`src/msps_pkg.sv`:
```
// Package for the maze shortest-path search block: sizes, codes and state encoding.
`default_nettype none
package msps_pkg;
  localparam int MAX_ROWS = 8;
  localparam int MAX_COLS = 8;
  localparam int ROW_W = 3;
  localparam int COL_W = 3;
  localparam int CELL_W = ROW_W + COL_W;
  localparam int NCELLS = MAX_ROWS * MAX_COLS;
  localparam int DIST_W = 7;
  localparam logic [DIST_W-1:0] UNREACHED = '1;

  localparam logic [2:0] REG_GRID_ROWS = 3'd0;
  localparam logic [2:0] REG_GRID_COLS = 3'd1;
  localparam logic [2:0] REG_START_ROW = 3'd2;
  localparam logic [2:0] REG_START_COL = 3'd3;
  localparam logic [2:0] REG_END_ROW   = 3'd4;
  localparam logic [2:0] REG_END_COL   = 3'd5;

  localparam logic CMD_WRITE_ROW = 1'b0;
  localparam logic CMD_SOLVE     = 1'b1;

  typedef enum logic [3:0] {
    ST_IDLE,
    ST_CHECK,
    ST_CLEAR,
    ST_POP,
    ST_POP_WAIT,
    ST_NBR,
    ST_WALK,
    ST_WALK_WAIT,
    ST_EMIT
  } state_t;
endpackage
`default_nettype wire

```
`src/maze_shortest_path_search.sv`:
```
// Maze shortest-path search: wall grid, BFS distance map and greedy path walk.
// Row writes are taken one per cycle while idle and no result is held back by
// out_ready. A solve runs a clearing pass over the 64-entry distance memory, then a
// breadth-first sweep from the end cell through one shared neighbor/compare unit,
// testing each neighbor of every reached cell, then walks from the start cell,
// trying directions in order at each step, and sends one path cell per accepted
// result. in_ready is low while a solve runs.
`default_nettype none
module maze_shortest_path_search (
  input  wire logic clk,
  input  wire logic rst_n,
  input  wire logic in_valid,
  output logic      in_ready,
  input  wire logic in_command,
  input  wire logic [2:0] in_row_index,
  input  wire logic [7:0] in_wall_bits,
  output logic      out_valid,
  input  wire logic out_ready,
  output logic      out_found,
  output logic [2:0] out_cell_row,
  output logic [2:0] out_cell_col,
  output logic      out_last,
  input  wire logic cfg_we,
  input  wire logic [2:0] cfg_index,
  input  wire logic [3:0] cfg_wdata
);
  import msps_pkg::*;

  logic [3:0] rows_r, cols_r;
  logic [2:0] sr_r, sc_r, er_r, ec_r;
  logic [MAX_COLS-1:0] wall_r [MAX_ROWS];

  state_t state_r, state_nxt;

  // distance map memory and the BFS queue memory (also holds the path)
  logic [DIST_W-1:0] dist_mem [NCELLS];
  logic [CELL_W-1:0] queue_mem [NCELLS];
  logic [DIST_W-1:0] dist_rd_r;
  logic [CELL_W-1:0] queue_rd_r;

  logic [6:0] head_r, head_nxt, tail_r, tail_nxt;
  logic [5:0] clr_r, clr_nxt;
  logic [CELL_W-1:0] cur_r, cur_nxt;
  logic [DIST_W-1:0] curd_r, curd_nxt;
  logic [1:0] dir_r, dir_nxt;
  logic [6:0] plen_r, plen_nxt;
  logic [6:0] ecnt_r, ecnt_nxt;
  logic       miss_r, miss_nxt;

  logic       dwe, qwe;
  logic [CELL_W-1:0] dwa, dra, qwa, qra;
  logic [DIST_W-1:0] dwd;
  logic [CELL_W-1:0] qwd;

  logic [3:0] eff_rows, eff_cols;
  assign eff_rows = (rows_r > 4'(MAX_ROWS)) ? 4'(MAX_ROWS) : rows_r;
  assign eff_cols = (cols_r > 4'(MAX_COLS)) ? 4'(MAX_COLS) : cols_r;

  function automatic logic is_open(input logic [3:0] r, input logic [3:0] c,
                                   input logic [3:0] nr, input logic [3:0] nc,
                                   input logic [MAX_COLS-1:0] w);
    is_open = (r < nr) && (c < nc) && !w[c[2:0]];
  endfunction

  // shared neighbor unit
  logic [3:0] nb_r, nb_c;
  logic       nb_ok;
  always_comb begin
    nb_r = {1'b0, cur_r[5:3]};
    nb_c = {1'b0, cur_r[2:0]};
    unique case (dir_r)
      2'd0: nb_r = {1'b0, cur_r[5:3]} - 4'd1;
      2'd1: nb_c = {1'b0, cur_r[2:0]} + 4'd1;
      2'd2: nb_r = {1'b0, cur_r[5:3]} + 4'd1;
      2'd3: nb_c = {1'b0, cur_r[2:0]} - 4'd1;
      default: ;
    endcase
    nb_ok = is_open(nb_r, nb_c, eff_rows, eff_cols, wall_r[nb_r[2:0]]);
  end
  logic [CELL_W-1:0] nb_cell;
  assign nb_cell = {nb_r[2:0], nb_c[2:0]};

  logic s_open, e_open;
  assign s_open = is_open({1'b0, sr_r}, {1'b0, sc_r}, eff_rows, eff_cols, wall_r[sr_r]);
  assign e_open = is_open({1'b0, er_r}, {1'b0, ec_r}, eff_rows, eff_cols, wall_r[er_r]);

  // registered result
  logic ov_r, ov_nxt, of_r, of_nxt, ol_r, ol_nxt;
  logic [CELL_W-1:0] oc_r, oc_nxt;

  always_ff @(posedge clk) begin
    if (!rst_n) begin
      rows_r <= 4'd8; cols_r <= 4'd8;
      sr_r <= '0; sc_r <= '0; er_r <= 3'd7; ec_r <= 3'd7;
      for (int i = 0; i < MAX_ROWS; i++) wall_r[i] <= '0;
    end else begin
      if (cfg_we) begin
        unique case (cfg_index)
          REG_GRID_ROWS: rows_r <= cfg_wdata;
          REG_GRID_COLS: cols_r <= cfg_wdata;
          REG_START_ROW: sr_r <= cfg_wdata[2:0];
          REG_START_COL: sc_r <= cfg_wdata[2:0];
          REG_END_ROW:   er_r <= cfg_wdata[2:0];
          REG_END_COL:   ec_r <= cfg_wdata[2:0];
          default: ;
        endcase
      end
      if (in_valid && in_ready && in_command == CMD_WRITE_ROW)
        wall_r[in_row_index] <= in_wall_bits;
    end
  end

  always_ff @(posedge clk) begin
    if (dwe) dist_mem[dwa] <= dwd;
    dist_rd_r <= dist_mem[dra];
    if (qwe) queue_mem[qwa] <= qwd;
    queue_rd_r <= queue_mem[qra];
  end

  always_ff @(posedge clk) begin
    if (!rst_n) begin
      state_r <= ST_IDLE;
      ov_r <= 1'b0;
      head_r <= '0; tail_r <= '0; clr_r <= '0; dir_r <= '0;
      plen_r <= '0; ecnt_r <= '0; miss_r <= 1'b0;
    end else begin
      state_r <= state_nxt;
      ov_r <= ov_nxt;
      head_r <= head_nxt; tail_r <= tail_nxt; clr_r <= clr_nxt; dir_r <= dir_nxt;
      plen_r <= plen_nxt; ecnt_r <= ecnt_nxt; miss_r <= miss_nxt;
    end
  end
  always_ff @(posedge clk) begin
    cur_r <= cur_nxt; curd_r <= curd_nxt;
    of_r <= of_nxt; ol_r <= ol_nxt; oc_r <= oc_nxt;
  end

  logic [CELL_W-1:0] start_cell, end_cell;
  assign start_cell = {sr_r, sc_r};
  assign end_cell = {er_r, ec_r};

  always_comb begin
    state_nxt = state_r;
    head_nxt = head_r; tail_nxt = tail_r; clr_nxt = clr_r; dir_nxt = dir_r;
    cur_nxt = cur_r; curd_nxt = curd_r; plen_nxt = plen_r; ecnt_nxt = ecnt_r;
    miss_nxt = miss_r;
    ov_nxt = ov_r; of_nxt = of_r; ol_nxt = ol_r; oc_nxt = oc_r;
    dwe = 1'b0; dwa = '0; dwd = '0; dra = nb_cell;
    qwe = 1'b0; qwa = '0; qwd = '0; qra = head_r[5:0];
    in_ready = 1'b0;
    if (ov_r && out_ready) ov_nxt = 1'b0;
    unique case (state_r)
      ST_IDLE: begin
        in_ready = !ov_r || out_ready;
        if (in_valid && in_ready && in_command == CMD_SOLVE) state_nxt = ST_CHECK;
      end
      ST_CHECK: begin
        if (!s_open || !e_open) begin
          miss_nxt = 1'b1; state_nxt = ST_EMIT;
        end else begin
          clr_nxt = '0; state_nxt = ST_CLEAR;
        end
      end
      ST_CLEAR: begin
        dwe = 1'b1; dwa = clr_r; dwd = UNREACHED;
        clr_nxt = clr_r + 6'd1;
        if (clr_r == 6'(NCELLS - 1)) begin
          state_nxt = ST_POP;
          head_nxt = '0; tail_nxt = 7'd1;
          qwe = 1'b1; qwa = '0; qwd = end_cell;
        end
      end
      ST_POP: begin
        // first pop also seeds the end distance
        if (head_r == '0) begin
          dwe = 1'b1; dwa = end_cell; dwd = '0;
        end
        if (head_r == tail_r) begin
          state_nxt = ST_WALK;
          cur_nxt = start_cell; plen_nxt = '0; dir_nxt = '0;
        end else begin
          qra = head_r[5:0];
          state_nxt = ST_POP_WAIT;
        end
      end
      ST_POP_WAIT: begin
        cur_nxt = queue_rd_r;
        dra = queue_rd_r;
        dir_nxt = '0;
        state_nxt = ST_NBR;
        head_nxt = head_r + 7'd1;
        miss_nxt = 1'b1; // current distance read pending
      end
      ST_NBR: begin
        // miss_r: first cycle, latch current distance from read
        if (miss_r) begin
          curd_nxt = dist_rd_r; miss_nxt = 1'b0; dra = nb_cell;
        end else begin
          if (nb_ok && dist_rd_r == UNREACHED && nb_cell != end_cell) begin
            dwe = 1'b1; dwa = nb_cell; dwd = curd_r + 7'd1;
            qwe = 1'b1; qwa = tail_r[5:0]; qwd = nb_cell;
            tail_nxt = tail_r + 7'd1;
          end
          dir_nxt = dir_r + 2'd1;
          if (dir_r == 2'd3) state_nxt = ST_POP;
          else begin
            dra = {cur_r[5:3], cur_r[2:0]}; // re-read current cell distance next
            state_nxt = ST_NBR; miss_nxt = 1'b0;
            // neighbor address for next dir computed next cycle; one idle read
            miss_nxt = 1'b1;
            curd_nxt = curd_r;
          end
        end
        if (miss_r) dra = nb_cell;
        else if (dir_r != 2'd3) dra = cur_r;
      end
      ST_WALK: begin
        dra = (plen_r == '0) ? start_cell : nb_cell;
        state_nxt = ST_WALK_WAIT;
      end
      ST_WALK_WAIT: begin
        if (plen_r == '0) begin
          if (dist_rd_r == UNREACHED && start_cell != end_cell) begin
            miss_nxt = 1'b1; state_nxt = ST_EMIT;
          end else begin
            curd_nxt = (start_cell == end_cell) ? '0 : dist_rd_r;
            qwe = 1'b1; qwa = '0; qwd = start_cell;
            plen_nxt = 7'd1; dir_nxt = '0;
            miss_nxt = 1'b0;
            state_nxt = (start_cell == end_cell) ? ST_EMIT : ST_WALK;
            ecnt_nxt = '0;
          end
        end else if (nb_ok && (dist_rd_r + 7'd1 == curd_r ||
                               (nb_cell == end_cell && curd_r == 7'd1))) begin
          qwe = 1'b1; qwa = plen_r[5:0]; qwd = nb_cell;
          plen_nxt = plen_r + 7'd1;
          cur_nxt = nb_cell; curd_nxt = curd_r - 7'd1; dir_nxt = '0;
          state_nxt = (nb_cell == end_cell) ? ST_EMIT : ST_WALK;
          ecnt_nxt = '0;
        end else begin
          dir_nxt = dir_r + 2'd1;
          state_nxt = ST_WALK;
        end
        qra = '0;
      end
      ST_EMIT: begin
        qra = ecnt_r[5:0];
        if (!ov_r || out_ready) begin
          if (miss_r) begin
            ov_nxt = 1'b1; of_nxt = 1'b0; oc_nxt = '0; ol_nxt = 1'b1;
            miss_nxt = 1'b0; state_nxt = ST_IDLE;
          end else if (ecnt_r[6] == 1'b0 && ecnt_r != 7'h7f && dir_r == 2'd0) begin
            dir_nxt = 2'd1; // read issued
          end else begin
            ov_nxt = 1'b1; of_nxt = 1'b1; oc_nxt = queue_rd_r;
            ol_nxt = (ecnt_r + 7'd1 == plen_r);
            ecnt_nxt = ecnt_r + 7'd1; dir_nxt = '0;
            qra = ecnt_r[5:0] + 6'd1;
            if (ecnt_r + 7'd1 == plen_r) state_nxt = ST_IDLE;
          end
        end
      end
      default: state_nxt = ST_IDLE;
    endcase
  end

  assign out_valid = ov_r;
  assign out_found = of_r;
  assign out_cell_row = oc_r[5:3];
  assign out_cell_col = oc_r[2:0];
  assign out_last = ol_r;

  a_busy_not_ready: assert property (@(posedge clk) disable iff (!rst_n)
    (state_r != ST_IDLE) |-> !in_ready) else $error("ready while busy");
  a_out_hold: assert property (@(posedge clk) disable iff (!rst_n)
    (out_valid && !out_ready) |=> (out_valid && $stable(oc_r))) else $error("result dropped");
  a_miss_last: assert property (@(posedge clk) disable iff (!rst_n)
    (out_valid && !out_found) |-> out_last) else $error("not-found without last");
endmodule
`default_nettype wire

```
`config.mk`:
```
export PLATFORM = sky130hd
export DESIGN_NAME = maze_shortest_path_search
export DESIGN_NICKNAME = d
export VERILOG_FILES = /design/src/msps_pkg.sv /design/src/maze_shortest_path_search.sv
export SDC_FILE = /design/constraint.sdc
export NUM_CORES = 2
export LEC_CHECK = 0
export ABC_AREA = 1
export BUFFER_PORTS_ARGS = -buffer_cell sky130_fd_sc_hd__buf_2
export CAP_MARGIN = 20
export CELL_PAD_IN_SITES_DETAIL_PLACEMENT = 1
export CELL_PAD_IN_SITES_GLOBAL_PLACEMENT = 2
export CORE_AREA = 2 2 351 319
export DETAILED_ROUTE_END_ITERATION = 12
export DIE_AREA = 0 0 353 321
export GPL_TIMING_DRIVEN = 0
export PLACE_DENSITY = 0.85
export SLEW_MARGIN = 10
export SYNTH_ARGS = -nofsm -noshare
export SYNTH_HDL_FRONTEND = slang
export SYNTH_SLANG_ARGS = --single-unit
```
`constraint.sdc`:
```
create_clock -name clk -period 7.87 [get_ports clk]
set_input_delay 0.787 -clock clk [delete_from_list [all_inputs] [get_ports clk]]
set_output_delay 0.787 -clock clk [all_outputs]
set_load 0.02 [all_outputs]
```
==> flow_metrics.env <==
export IMPL_route_met2_wl_um=69100
export IMPL_critical_path_max_stage_delay_ps=840
export IMPL_total_switching_power_mw=2.74
export IMPL_power_share_switching_pct=23.4
export IMPL_initial_core_util_pct=41.6
export IMPL_cts_hold_fix_buffers=0
export IMPL_worst_ep_arrival_time_ps=6230
export IMPL_timing_final_max_slew_violations=0
export IMPL_synth_async_sr_flop_share_pct=0
export IMPL_root_buffer="sky130_fd_sc_hd__clkbuf_16"
export IMPL_cts_tree="built"
export IMPL_cts_repair_resize_count=0
export IMPL_detailroute_via_count=35300
export IMPL_synth_lib_cells_used_distinct=47
export IMPL_first_global_vias=35700
export IMPL_h_tree_depth=3
export IMPL_power_per_cell_area_nw_per_um2=224
export IMPL_dp_hpwl_um=113000
export IMPL_yosys_area_top_type_share_pct=60.2
export IMPL_internal_power_mw=8.97
export IMPL_initialDrtViolationCount=3807
export IMPL_cts_sinks=998
export IMPL_post_route_cells_drive_above_1_share_pct=7.79
export IMPL_m1WireLength_um=69800
export IMPL_count_of_flip_flops_with_a_built_in_enable_after_synthesis=917
export IMPL_timing_critical_path_mode_cell="sky130_fd_sc_hd__nand2_1"
export IMPL_critical_path_peak_fanout=10
export IMPL_dieArea_sq_um=113000
export IMPL_power_clock_fraction_pct=43.6
export IMPL_register_bit_total_from_synthesis=998
export IMPL_netlist_top_cell_by_area="sky130_fd_sc_hd__edfxtp_1"
export IMPL_route_met3_wl_um=12200
export IMPL_number_of_antenna_violations_at_the_first_check_in_global_routing=0
export IMPL_worstSetupPathType="flip-flop to flip-flop"
export IMPL_drc=0
export IMPL_chip_height_um=321
export IMPL_highest_signal_layer="met4"
export IMPL_relSlewSlack_pct=18.2
export IMPL_total_leakage_power_nw=20.4
export IMPL_drt_pass1_iterations=5
export IMPL_postRouteWirelength_um=155000
export IMPL_finalCritPeriodShare_pct=74.9
export IMPL_std_cell_rows=116
export IMPL_clk_transition_reported_paths_ps=60
export IMPL_start_kind="flip-flop"
export IMPL_vias_per_cell=5.62
export IMPL_mappedNetlistArea_sq_um=45700
export IMPL_pin_count_of_the_biggest_net_entering_global_routing=39
export IMPL_drtAntennaViolNets=0
export IMPL_cts_buffer_depth=3
export IMPL_avgRoutedWirePerCell_um=24.7
export IMPL_hold_crit_path_type="input pin to flip-flop"
export IMPL_synthesis_yosys_warnings=0
export IMPL_power_combinational_fraction_pct=6.5
export IMPL_synth_nets=4614
export IMPL_cp_slowest_cell="sky130_fd_sc_hd__nor2_1"
export IMPL_cts_setup_buffers=0
export IMPL_hold_slack_ps=334
export IMPL_cp_buffers_inverters=2
export IMPL_synth_seq_area_share_pct=63.7
export IMPL_grt_total_usage_pct=27.2
export IMPL_pin_slew_with_the_least_headroom_to_its_limit_ps=1220
export IMPL_worstPathRequired_ps=8200
export IMPL_clock_skew_ps=58.6
export IMPL_die_x_um=353
export IMPL_area_added_between_synthesis_and_finish_pct=14.2
export IMPL_ir_worst_vdd_uv=167
export IMPL_nNetsFinal=4786
export IMPL_sequentialPowerShare_pct=50.0
export IMPL_finalCoreUtilization_pct=47.5
export IMPL_ys_dominant_reg_cell="sky130_fd_sc_hd__edfxtp_1"
export IMPL_finalCriticalPeriod_ps=5900
export IMPL_critPathCaptureType="flip-flop"
export IMPL_synthesis_instances=4556
export IMPL_result_of_the_run="complete, no violations"
export IMPL_setup_total_negative_slack_ps=0
export IMPL_hold_viol_final=0
export IMPL_port_buf_inserts=33
export IMPL_grt_pass1_wl_um=231000
export IMPL_cpLargestDelayFamily="simple AND/OR/NAND/NOR gates"
export IMPL_globalRouteOverflowTotal=0
export IMPL_clk_latency_ps=720
export IMPL_number_of_ports_placed_on_the_die_boundary=34
export IMPL_worstPathCellList="ha_1 > xor2_1 > ha_1 > a21oi_1 > inv_1 > nand2_1 > nand2_1 > o21ai_1 > ha_1 > nand3_1 > nand2_1 > nor2_1 > nand2_1 > nor2_4 > nand2_2 > nor2_4 > buf_6 > nand2_1 > nand2_2 > nand3_1 > nor2_1"
export IMPL_number_of_setup_violations_in_the_final_report=0
export IMPL_maxClockFrequency_mhz=170
export IMPL_place_congestion=0.894
export IMPL_rsz_0062_raised_after_global_routing="no"
export IMPL_syn_mean_instance_area_sq_um=10.0
export IMPL_tritoncts_num_buffers=106
export IMPL_core_sq_um=110000
export IMPL_ys_top_cells_by_area="sky130_fd_sc_hd__edfxtp_1 60%, sky130_fd_sc_hd__nor2_1 5.8%, sky130_fd_sc_hd__nand2_1 5.7%"
export IMPL_cap_violations=0
## kinds of logic (layout without fill, tap and decap cells)
group	after synthesis	in the layout	synth area share (%)
adders and majority gates	34	34	0.946
buffers and inverters	779	1038	6.72
DFF	998	998	63.7
AOI/OAI and AO/OA	921	921	11.8
xor gates and xnor gates	47	47	0.900
and+or+nand+nor	1777	1777	15.9
other	0	1	0
## power groups by stage
stage	logic [mW]	registers (mW)	clock network, mW
2_1_floorplan	0.385	5.97	0
3_3_place_gp	0.663	6.00	0
3_5_place_dp	0.741	5.97	0
4_1_cts	0.745	5.85	5.15
5_1_grt	0.816	5.85	5.35
6_report	0.756	5.85	5.10
## per-stage QoR
step,setup WS (ps),cells,total power [mW],instance area [sq um]
after floorplan,1800,4556,6.35,45700
after global placement,-4490,6064,6.67,47800
after detailed placement,2000,6094,6.71,48700
after global routing,1730,6290,12.0,52200
final,1970,6291,11.7,52200
after CTS,2030,6289,11.7,52200
## final cells by class
cell class	count	area, sq um
Antenna cell	1	2.50
Sequential cell	998	29200
Tap cell	1475	1850
Clock buffer	139	2850
Inverter	548	2060
Buffer	231	1020
Timing Repair Buffer	64	953
Clock inverter	56	661
Fill cell	12300	57800
Multi-Input combinational cell	2779	13700
## registers in the layout, indices dropped and copies added, names as in the netlist, 2 cells and up, named ones only
register,count
clr_r,6
cols_r,4
cur_r,6
curd_r,7
dir_r,2
dist_mem,448
dist_rd_r,7
ec_r,3
ecnt_r,7
er_r,3
head_r,7
oc_r,6
plen_r,7
queue_mem,384
queue_rd_r,6
rows_r,4
sc_r,3
sr_r,3
state_r,4
tail_r,7
wall_r,64
## synthesized netlist by cell type (8+ instances only)
master,instances
sky130_fd_sc_hd__clkbuf_1,127
sky130_fd_sc_hd__nand3_1,296
sky130_fd_sc_hd__inv_2,8
sky130_fd_sc_hd__o22ai_1,12
sky130_fd_sc_hd__dfxtp_1,81
sky130_fd_sc_hd__nor2_1,705
sky130_fd_sc_hd__o21ai_1,8
sky130_fd_sc_hd__buf_2,85
sky130_fd_sc_hd__nand2_2,29
sky130_fd_sc_hd__nand2_1,690
sky130_fd_sc_hd__inv_1,537
sky130_fd_sc_hd__nor3_1,16
sky130_fd_sc_hd__o21ai_0,513
sky130_fd_sc_hd__xor2_1,33
sky130_fd_sc_hd__xnor2_1,14
sky130_fd_sc_hd__edfxtp_1,917
sky130_fd_sc_hd__o211ai_1,252
sky130_fd_sc_hd__buf_1,11
sky130_fd_sc_hd__a21oi_1,99
sky130_fd_sc_hd__nand4_1,19
sky130_fd_sc_hd__ha_1,33
sky130_fd_sc_hd__o221ai_1,13
## worst register-to-register path: stages, from the launching register on
cell                      delay (ps)
sky130_fd_sc_hd__dfxtp_1         530
sky130_fd_sc_hd__ha_1            320
sky130_fd_sc_hd__xor2_1          120
sky130_fd_sc_hd__ha_1            200
sky130_fd_sc_hd__a21oi_1         150
sky130_fd_sc_hd__inv_1            60
sky130_fd_sc_hd__nand2_1          60
sky130_fd_sc_hd__nand2_1          70
sky130_fd_sc_hd__o21ai_1         680
sky130_fd_sc_hd__ha_1            380
sky130_fd_sc_hd__nand3_1          80
sky130_fd_sc_hd__nand2_1          50
sky130_fd_sc_hd__nor2_1          300
sky130_fd_sc_hd__nand2_1         150
sky130_fd_sc_hd__nor2_4          180
sky130_fd_sc_hd__nand2_2         100
sky130_fd_sc_hd__nor2_4          150
sky130_fd_sc_hd__buf_6           190
sky130_fd_sc_hd__nand2_1          80
sky130_fd_sc_hd__nand2_2         110
sky130_fd_sc_hd__nand3_1         730
sky130_fd_sc_hd__nor2_1          840
## metal layers
| layer | vias to the layer above | GRT usage (%) |
|---|---|---|
| met4 | 0 | 7.71 |
| met2 | 1331 | 42.0 |
| met3 | 249 | 4.00 |
| met1 | 17800 | 39.8 |
| li1 | 16000 | - |
| met5 | - | 0 |
## final timing paths
check / from / end / slack [ps] / cells after the start
setup / recovery: dir_r[0] / queue_mem[11][1] / 1970 / 21
hold / removal: cfg_wdata[3] / rows_r[3] / 330 / 3
setup reg to reg: dir_r[0] / queue_mem[11][1] / 1970 / 21
hold reg to reg: clr_r[3] / clr_r[3] / 470 / 2
## cell usage in the layout (no fill, tap or decap), types with 8 or more instances in the layout
cell	n
sky130_fd_sc_hd__edfxtp_1	917
sky130_fd_sc_hd__nor2_1	705
sky130_fd_sc_hd__nand2_1	689
sky130_fd_sc_hd__inv_1	537
sky130_fd_sc_hd__o21ai_0	507
sky130_fd_sc_hd__nand3_1	296
sky130_fd_sc_hd__o211ai_1	252
sky130_fd_sc_hd__clkbuf_1	155
sky130_fd_sc_hd__buf_2	118
sky130_fd_sc_hd__clkbuf_16	108
sky130_fd_sc_hd__a21oi_1	99
sky130_fd_sc_hd__dfxtp_1	81
sky130_fd_sc_hd__xor2_1	33
sky130_fd_sc_hd__ha_1	33
sky130_fd_sc_hd__nand2_2	29
sky130_fd_sc_hd__buf_16	24
sky130_fd_sc_hd__clkinv_1	21
sky130_fd_sc_hd__nand4_1	19
sky130_fd_sc_hd__nor3_1	16
sky130_fd_sc_hd__clkinv_2	15
sky130_fd_sc_hd__xnor2_1	14
sky130_fd_sc_hd__o22ai_1	12
sky130_fd_sc_hd__bufinv_16	12
sky130_fd_sc_hd__buf_1	11
sky130_fd_sc_hd__o21ai_1	8
sky130_fd_sc_hd__inv_2	8
Note: power is estimated with default switching activity, not from simulation.
